**config.mk**
```make
export PLATFORM = sky130hd
export DESIGN_NAME = base32_stream_encoder_unit
export DESIGN_NICKNAME = d
export VERILOG_FILES = /design/src/b32_pkg.sv /design/src/base32_stream_encoder_unit.sv /design/src/b32_pack.sv /design/src/b32_symbol_queue.sv
export SDC_FILE = /design/constraint.sdc
export NUM_CORES = 1
export LEC_CHECK = 0
export BUFFER_PORTS_ARGS = -buffer_cell sky130_fd_sc_hd__buf_2
export CORE_MARGIN = 5
export CORE_UTILIZATION = 59
export CTS_BUF_LIST = sky130_fd_sc_hd__clkbuf_16
export CTS_CLUSTER_SIZE = 30
export DETAILED_ROUTE_END_ITERATION = 10
export GPL_TIMING_DRIVEN = 0
export PLACE_DENSITY = 0.76
export REMOVE_ABC_BUFFERS = 1
export SLEW_MARGIN = 20
export SYNTH_ARGS = -nofsm -noshare
export SYNTH_HDL_FRONTEND = slang
export SYNTH_SLANG_ARGS = --single-unit
```
**constraint.sdc**
```tcl
create_clock -name clk -period 6.97 [get_ports clk]
set_input_delay 1.0455 -clock clk [delete_from_list [all_inputs] [get_ports clk]]
set_output_delay 1.0455 -clock clk [all_outputs]
set_load 0.1 [all_outputs]
```
**src/b32_pkg.sv**
```systemverilog
`default_nettype none

package b32_pkg;

  localparam int unsigned ByteWidth    = 8;
  localparam int unsigned GroupWidth   = 5;
  localparam int unsigned SymbolWidth  = 8;
  localparam int unsigned ResidueWidth = 4;
  localparam int unsigned CountWidth   = 3;
  localparam int unsigned MaxSymbols   = 3;
  localparam int unsigned LetterCount  = 26;

  localparam logic [SymbolWidth-1:0] LetterBase = 8'h41;  // 'A'
  localparam logic [SymbolWidth-1:0] DigitBase  = 8'h31;  // '1'

  // Symbols produced by one input byte, oldest in slot 0
  typedef struct packed {
    logic [1:0]                             count;
    logic                                   last;
    logic [MaxSymbols-1:0][SymbolWidth-1:0] sym;
  } pack_result_t;

  // Map a 5-bit group to its alphabet character
  function automatic logic [SymbolWidth-1:0] map_symbol(input logic [GroupWidth-1:0] v);
    logic [SymbolWidth-1:0] wide;
    wide = {{(SymbolWidth-GroupWidth){1'b0}}, v};
    if (wide < SymbolWidth'(LetterCount)) begin
      map_symbol = LetterBase + wide;
    end else begin
      map_symbol = DigitBase + (wide - SymbolWidth'(LetterCount));
    end
  endfunction

endpackage

`default_nettype wire

```
**src/base32_stream_encoder_unit.sv**
```systemverilog
`default_nettype none

// Channel   Signals                                 Direction
// data      data_valid data_ready data_byte last_byte   in
// symbol    symbol_valid symbol_ready symbol last_symbol out
//
// Each byte yields one or two symbols, up to three on a flush; the symbol
// queue sends one per cycle unless stalled and reloads when empty or as
// its last symbol goes. A byte passes through the input register before
// its symbols appear. Reset (synchronous) clears leftover bits and both
// stages. A stalled symbol channel holds the queue; the input register
// still takes one byte that waits for the queue to drain.

module base32_stream_encoder_unit (
  input  wire                                clk,
  input  wire                                rst,
  input  wire                                data_valid,
  output logic                               data_ready,
  input  wire  [b32_pkg::ByteWidth-1:0]      data_byte,
  input  wire                                last_byte,
  output logic                               symbol_valid,
  input  wire                                symbol_ready,
  output logic [b32_pkg::SymbolWidth-1:0]    symbol,
  output logic                               last_symbol
);

  logic                            held_valid;
  logic [b32_pkg::ByteWidth-1:0]   held_byte;
  logic                            held_last;
  logic                            can_load;
  logic                            load;
  b32_pkg::pack_result_t           pack;

  assign load       = held_valid && can_load;
  assign data_ready = !held_valid || load;

  // Hold the accepted item until the queue can take its symbols
  always_ff @(posedge clk) begin
    if (rst) begin
      held_valid <= 1'b0;
    end else if (data_valid && data_ready) begin
      held_valid <= 1'b1;
    end else if (load) begin
      held_valid <= 1'b0;
    end
  end

  always_ff @(posedge clk) begin
    if (data_valid && data_ready) begin
      held_byte <= data_byte;
      held_last <= last_byte;
    end
  end

  b32_pack u_pack (
    .clk       (clk),
    .rst       (rst),
    .data_byte (held_byte),
    .last_byte (held_last),
    .fire      (load),
    .result    (pack)
  );

  b32_symbol_queue u_queue (
    .clk          (clk),
    .rst          (rst),
    .load         (load),
    .pack         (pack),
    .can_load     (can_load),
    .symbol_valid (symbol_valid),
    .symbol_ready (symbol_ready),
    .symbol       (symbol),
    .last_symbol  (last_symbol)
  );

endmodule

`default_nettype wire

```
**src/b32_pack.sv**
```systemverilog
`default_nettype none

module b32_pack (
  input  wire                                clk,
  input  wire                                rst,
  input  wire  [b32_pkg::ByteWidth-1:0]      data_byte,
  input  wire                                last_byte,
  input  wire                                fire,
  output b32_pkg::pack_result_t              result
);

  logic [b32_pkg::ResidueWidth-1:0] residue_bits;
  logic [b32_pkg::CountWidth-1:0]   residue_count;
  logic [b32_pkg::ResidueWidth-1:0] residue_bits_next;
  logic [b32_pkg::CountWidth-1:0]   residue_count_next;

  logic [b32_pkg::GroupWidth-1:0]   g0;
  logic [b32_pkg::GroupWidth-1:0]   g1;
  logic [b32_pkg::GroupWidth-1:0]   gflush;
  logic [1:0]                       full_groups;

  // Split leftover bits plus the new byte into full groups and new leftover
  always_comb begin
    g0                 = '0;
    g1                 = '0;
    gflush             = '0;
    full_groups        = 2'd1;
    residue_bits_next  = '0;
    residue_count_next = '0;
    case (residue_count)
      3'd0: begin
        g0                 = data_byte[7:3];
        residue_bits_next  = {1'b0, data_byte[2:0]};
        residue_count_next = 3'd3;
        gflush             = {data_byte[2:0], 2'b00};
      end
      3'd1: begin
        g0                 = {residue_bits[0], data_byte[7:4]};
        residue_bits_next  = data_byte[3:0];
        residue_count_next = 3'd4;
        gflush             = {data_byte[3:0], 1'b0};
      end
      3'd2: begin
        full_groups        = 2'd2;
        g0                 = {residue_bits[1:0], data_byte[7:5]};
        g1                 = data_byte[4:0];
      end
      3'd3: begin
        full_groups        = 2'd2;
        g0                 = {residue_bits[2:0], data_byte[7:6]};
        g1                 = data_byte[5:1];
        residue_bits_next  = {3'b000, data_byte[0]};
        residue_count_next = 3'd1;
        gflush             = {data_byte[0], 4'b0000};
      end
      default: begin
        full_groups        = 2'd2;
        g0                 = {residue_bits[3:0], data_byte[7]};
        g1                 = data_byte[6:2];
        residue_bits_next  = {2'b00, data_byte[1:0]};
        residue_count_next = 3'd2;
        gflush             = {data_byte[1:0], 3'b000};
      end
    endcase
  end

  // Append the padded flush symbol when the last byte leaves bits over
  always_comb begin
    result.sym[0] = b32_pkg::map_symbol(g0);
    result.sym[1] = b32_pkg::map_symbol(g1);
    result.sym[2] = b32_pkg::map_symbol(gflush);
    result.last   = last_byte;
    result.count  = full_groups;
    if (last_byte && (residue_count_next != '0)) begin
      if (full_groups == 2'd1) begin
        result.sym[1] = b32_pkg::map_symbol(gflush);
      end
      result.count = full_groups + 2'd1;
    end
  end

  // Hold leftover bits; clear them at the end of a message
  always_ff @(posedge clk) begin
    if (rst) begin
      residue_bits  <= '0;
      residue_count <= '0;
    end else if (fire) begin
      if (last_byte) begin
        residue_bits  <= '0;
        residue_count <= '0;
      end else begin
        residue_bits  <= residue_bits_next;
        residue_count <= residue_count_next;
      end
    end
  end

`ifndef NO_ASSERTIONS
  a_residue_range: assert property (@(posedge clk) disable iff (rst)
    residue_count <= 3'd4)
    else $error("residue count out of range");

  a_flush_clears: assert property (@(posedge clk) disable iff (rst)
    fire && last_byte |=> residue_count == '0)
    else $error("residue not cleared after last item");
`endif

endmodule

`default_nettype wire

```
**src/b32_symbol_queue.sv**
```systemverilog
`default_nettype none

module b32_symbol_queue (
  input  wire                                clk,
  input  wire                                rst,
  input  wire                                load,
  input  b32_pkg::pack_result_t              pack,
  output logic                               can_load,
  output logic                               symbol_valid,
  input  wire                                symbol_ready,
  output logic [b32_pkg::SymbolWidth-1:0]    symbol,
  output logic                               last_symbol
);

  logic [b32_pkg::MaxSymbols-1:0][b32_pkg::SymbolWidth-1:0] slot;
  logic [1:0]                                               count;
  logic                                                     msg_last;
  logic                                                     pop;

  assign symbol_valid = (count != 2'd0);
  assign pop          = symbol_valid && symbol_ready;
  assign can_load     = (count == 2'd0) || ((count == 2'd1) && symbol_ready);
  assign symbol       = slot[0];
  assign last_symbol  = msg_last && (count == 2'd1);

  // Load a fresh group of symbols or advance the head on each taken item
  always_ff @(posedge clk) begin
    if (rst) begin
      count <= 2'd0;
    end else if (load) begin
      count <= pack.count;
    end else if (pop) begin
      count <= count - 2'd1;
    end
  end

  always_ff @(posedge clk) begin
    if (load) begin
      slot     <= pack.sym;
      msg_last <= pack.last;
    end else if (pop) begin
      slot[0] <= slot[1];
      slot[1] <= slot[2];
    end
  end

`ifndef NO_ASSERTIONS
  a_load_when_free: assert property (@(posedge clk) disable iff (rst)
    load |-> ((count == 2'd0) || ((count == 2'd1) && symbol_ready)))
    else $error("queue overwritten while holding symbols");

  a_shift_order: assert property (@(posedge clk) disable iff (rst)
    pop && !load && (count > 2'd1) |=> symbol == $past(slot[1]))
    else $error("symbol order broken");

  a_last_is_final: assert property (@(posedge clk) disable iff (rst)
    last_symbol && symbol_ready |=> !symbol_valid || $past(load))
    else $error("symbols left after last symbol");
`endif

endmodule

`default_nettype wire
```
==> results.json <==
{
  "run_status": "complete, no violations",
  "fp.dieH_um": 76.70,
  "ioPinCount": 24,
  "avgRoutedWirePerCell_um": 15.54,
  "drtPass1Iterations": 4,
  "h-tree-depth": 2,
  "vdd_drop_max_mv": 0.1443,
  "fin_crit_ns": 3.353,
  "rsz0062_at_grt": "false",
  "grt_pass1_vias": 1829,
  "portBuffers": 22,
  "crit_type": "primary input to register",
  "grt_max_degree": 31,
  "synth.area.top_cells": "edfxtp_1 (34%), dfxtp_1 (7.6%), ha_1 (6.2%)",
  "crit_slowest_cell": "nand2b_1",
  "p_switching_mw": 0.3650,
  "p_seq_share_pct": 37.5,
  "ys_warn_count": 0,
  "fin_crit_sh_pct": 48.10,
  "postRouteAntennaNets": 0,
  "clockPowerShare_pct": 23.5,
  "cts_tree": "yes",
  "hold_violations": 0,
  "comb_power_share_pct": 39.0,
  "worst_pin_slew_ns": 1.027,
  "ctsResizeCount": 0,
  "diodes": 0,
  "finClkSkew_ns": 0.003779,
  "gp_congestion": 0.8256,
  "power_density_mw_per_mm2": 326.8,
  "grt.total_usage_pct": 17.63,
  "drt_wl_total_mm": 4.974,
  "synth_area_mm2": 0.002625,
  "end_kind": "register",
  "syn2layout_area_growth_pct": 5.863,
  "sw_frac_of_total_pct": 40.19,
  "core_region_area_mm2": 0.004324,
  "drc": 0,
  "antenna_found_initial": 0,
  "rows": 24,
  "dieArea_mm2": 0.005883,
  "setup_violations": 0,
  "cts.sinks": 40,
  "synth_area_per_cell_um2": 10.10,
  "p_leak_nw": 1.090,
  "dr_total_vias": 1844,
  "crit_buf_inv": 2,
  "insertion_delay_ns": 0.28,
  "slew_headroom_pct": 31.55,
  "power.total_mw": 0.9080,
  "first_iter_violations": 119,
  "fin_nets": 293,
  "dp_hpwl_mm": 3.462,
  "arrival_ns": 3.38,
  "drv_slew": 0,
  "cts_buffers": 5,
  "required_ns": 7.00,
  "vias_per_cell": 5.763,
  "netlist_top_cells_count": "nand2_1 (37), edfxtp_1 (30), nor2_1 (16)",
  "yosysUniqueCellTypes": 55,
  "overflow": 0,
  "min-delay-path-class": "register to register",
  "p_int_mw": 0.5431,
  "layout-drive-gt1-share_pct": 19.03,
  "synth-seq-cells": 40,
  "max_freq_mhz": 298.3,
  "clockRootBuffer": "clkbuf_16",
  "yosys.area.top_type": "edfxtp_1",
  "yosysMostFrequentCell": "nand2_1",
  "synthCells": 260,
  "die_width_um": 76.70,
  "tns_ns": 0,
  "grt_pass1_wl_mm": 8.431,
  "clk_pin_slew_worst_paths_ns": 0.06,
  "cp_max_fo": 28,
  "ctsHoldBuffers": 0,
  "cp-start-kind": "primary input",
  "synthArstFlopShare_pct": 0,
  "synth_edf_count": 30,
  "ys_seq_area_share_pct": 41.94,
  "slowest_delay_ns": 0.83,
  "max_cap_viol_count": 0,
  "clockBufferDepth": 2,
  "crit_family": "simple AND/OR/NAND/NOR gates",
  "synth_flop_cell": "edfxtp_1",
  "synth_top_area_share_pct": 34.32,
  "path_cells": "buf_2 -> a21oi_1 -> nand2b_1 -> inv_1 -> nand2_1 -> nor2b_1 -> a221o_1",
  "post_cts_buffers": 0,
  "initial_core_util_pct": 60.71
}
## stage by stage
stage	instance area [µm²]	setup slack, ns	std cells	hold WS, ns	utilization [%]
6_report	2779	3.617	320	0.4615	64.27
2_1_floorplan	2466	4.056	238	0.4258	-
5_1_grt	2779	3.442	320	0.4906	64.27
4_1_cts	2778	3.608	320	0.4594	64.24
3_5_place_dp	2641	3.306	312	0.4534	61.08
3_3_place_gp	2641	3.319	312	0.4426	61.08
## path summary, 6_finish.rpt
| check | from | to | slack (ns) | cells past startpoint |
|---|---|---|---|---|
| worst max-delay path | symbol_ready | u_queue.slot[9]$_DFFE_PP_ | 3.62 | 7 |
| worst min-delay path | u_queue.count[1]$_SDFFE_PP0P_ | u_queue.count[1]$_SDFFE_PP0P_ | 0.46 | 2 |
| worst max register to register | u_queue.count[0]$_SDFFE_PP0P_ | u_queue.slot[9]$_DFFE_PP_ | 3.82 | 8 |
| worst min register to register | u_queue.count[1]$_SDFFE_PP0P_ | u_queue.count[1]$_SDFFE_PP0P_ | 0.46 | 2 |
## tightest hold or removal path: stages (launching register included)
cell     delay [ns]
dfxtp_1        0.31
nand2_1        0.05
a21oi_1        0.05
## sequential cells by signal, indices dropped and copies added, names as in the netlist
| signal | flops |
|---|---|
| held_byte | 8 |
| held_last | 1 |
| held_valid | 1 |
| u_pack.residue_bits | 4 |
| u_pack.residue_count | 3 |
| u_queue.count | 2 |
| u_queue.msg_last | 1 |
| u_queue.slot | 13 |
| u_queue.symbol | 7 |
## layout by cell type (no fill, tap or decap), types with 2 or more instances in the layout
master     count
nand4_1        2
nor3_1         4
buf_2         22
ha_1          13
o21ai_1        3
o22ai_1        2
o21a_1         4
o31ai_1        3
mux2_4         3
clkbuf_16      5
and2_1         3
a21oi_1       13
xnor2_1        6
mux2i_1       11
a22oi_1        4
nand3_1        5
xor2_1         3
inv_1         12
a31oi_1        3
o211ai_1       2
inv_2          3
mux2_2         6
nand2_1       37
edfxtp_1      30
nand2b_1       3
dfxtp_1        9
nor2_1        16
nor2b_1        3
o21ai_0       13
## area by class of cell
| class | instances | area (µm²) |
|---|---|---|
| clock inverters | 3 | 11.26 |
| flip-flops and latches | 40 | 1102 |
| inverters | 12 | 45.04 |
| clock buffers | 5 | 125.1 |
| multi-input cells | 186 | 1320 |
| repair buffers | 22 | 110.1 |
| well taps | 52 | 65.06 |
| fillers | 350 | 1545 |
## kinds of logic (layout without fill, tap and decap cells)
kind of cell    count (synthesis)  count (layout)  synth area share (%)
compound gates                 61              61                 15.97
flops                          40              40                 41.94
xor+xnor                       10              10                 3.623
simple gates                   79              79                 14.16
buf+inv                        34              42                 7.769
mux                            22              22                 10.20
other cells                     1               1                0.1429
fa+ha+maj                      13              13                 6.197
## power by group through the flow
stage                     Combinational (mW)  Clock (mW)  Sequential [mW]
after floorplan                        0.212           0            0.421
after global placement                 0.347           0            0.342
after detailed placement               0.354           0            0.344
after CTS                              0.355       0.217            0.340
after global routing                   0.382       0.231            0.346
final                                  0.355       0.213            0.340
## metal layers
layer,vias up,global-route usage [%],routed length [µm]
li1,934,-,-
met1,852,22.32,2187
met2,51,28.95,2438
met3,7,3.981,278
met4,0,7.168,70
met5,-,0,0
No activity file was read; power rests on OpenSTA's default activity.
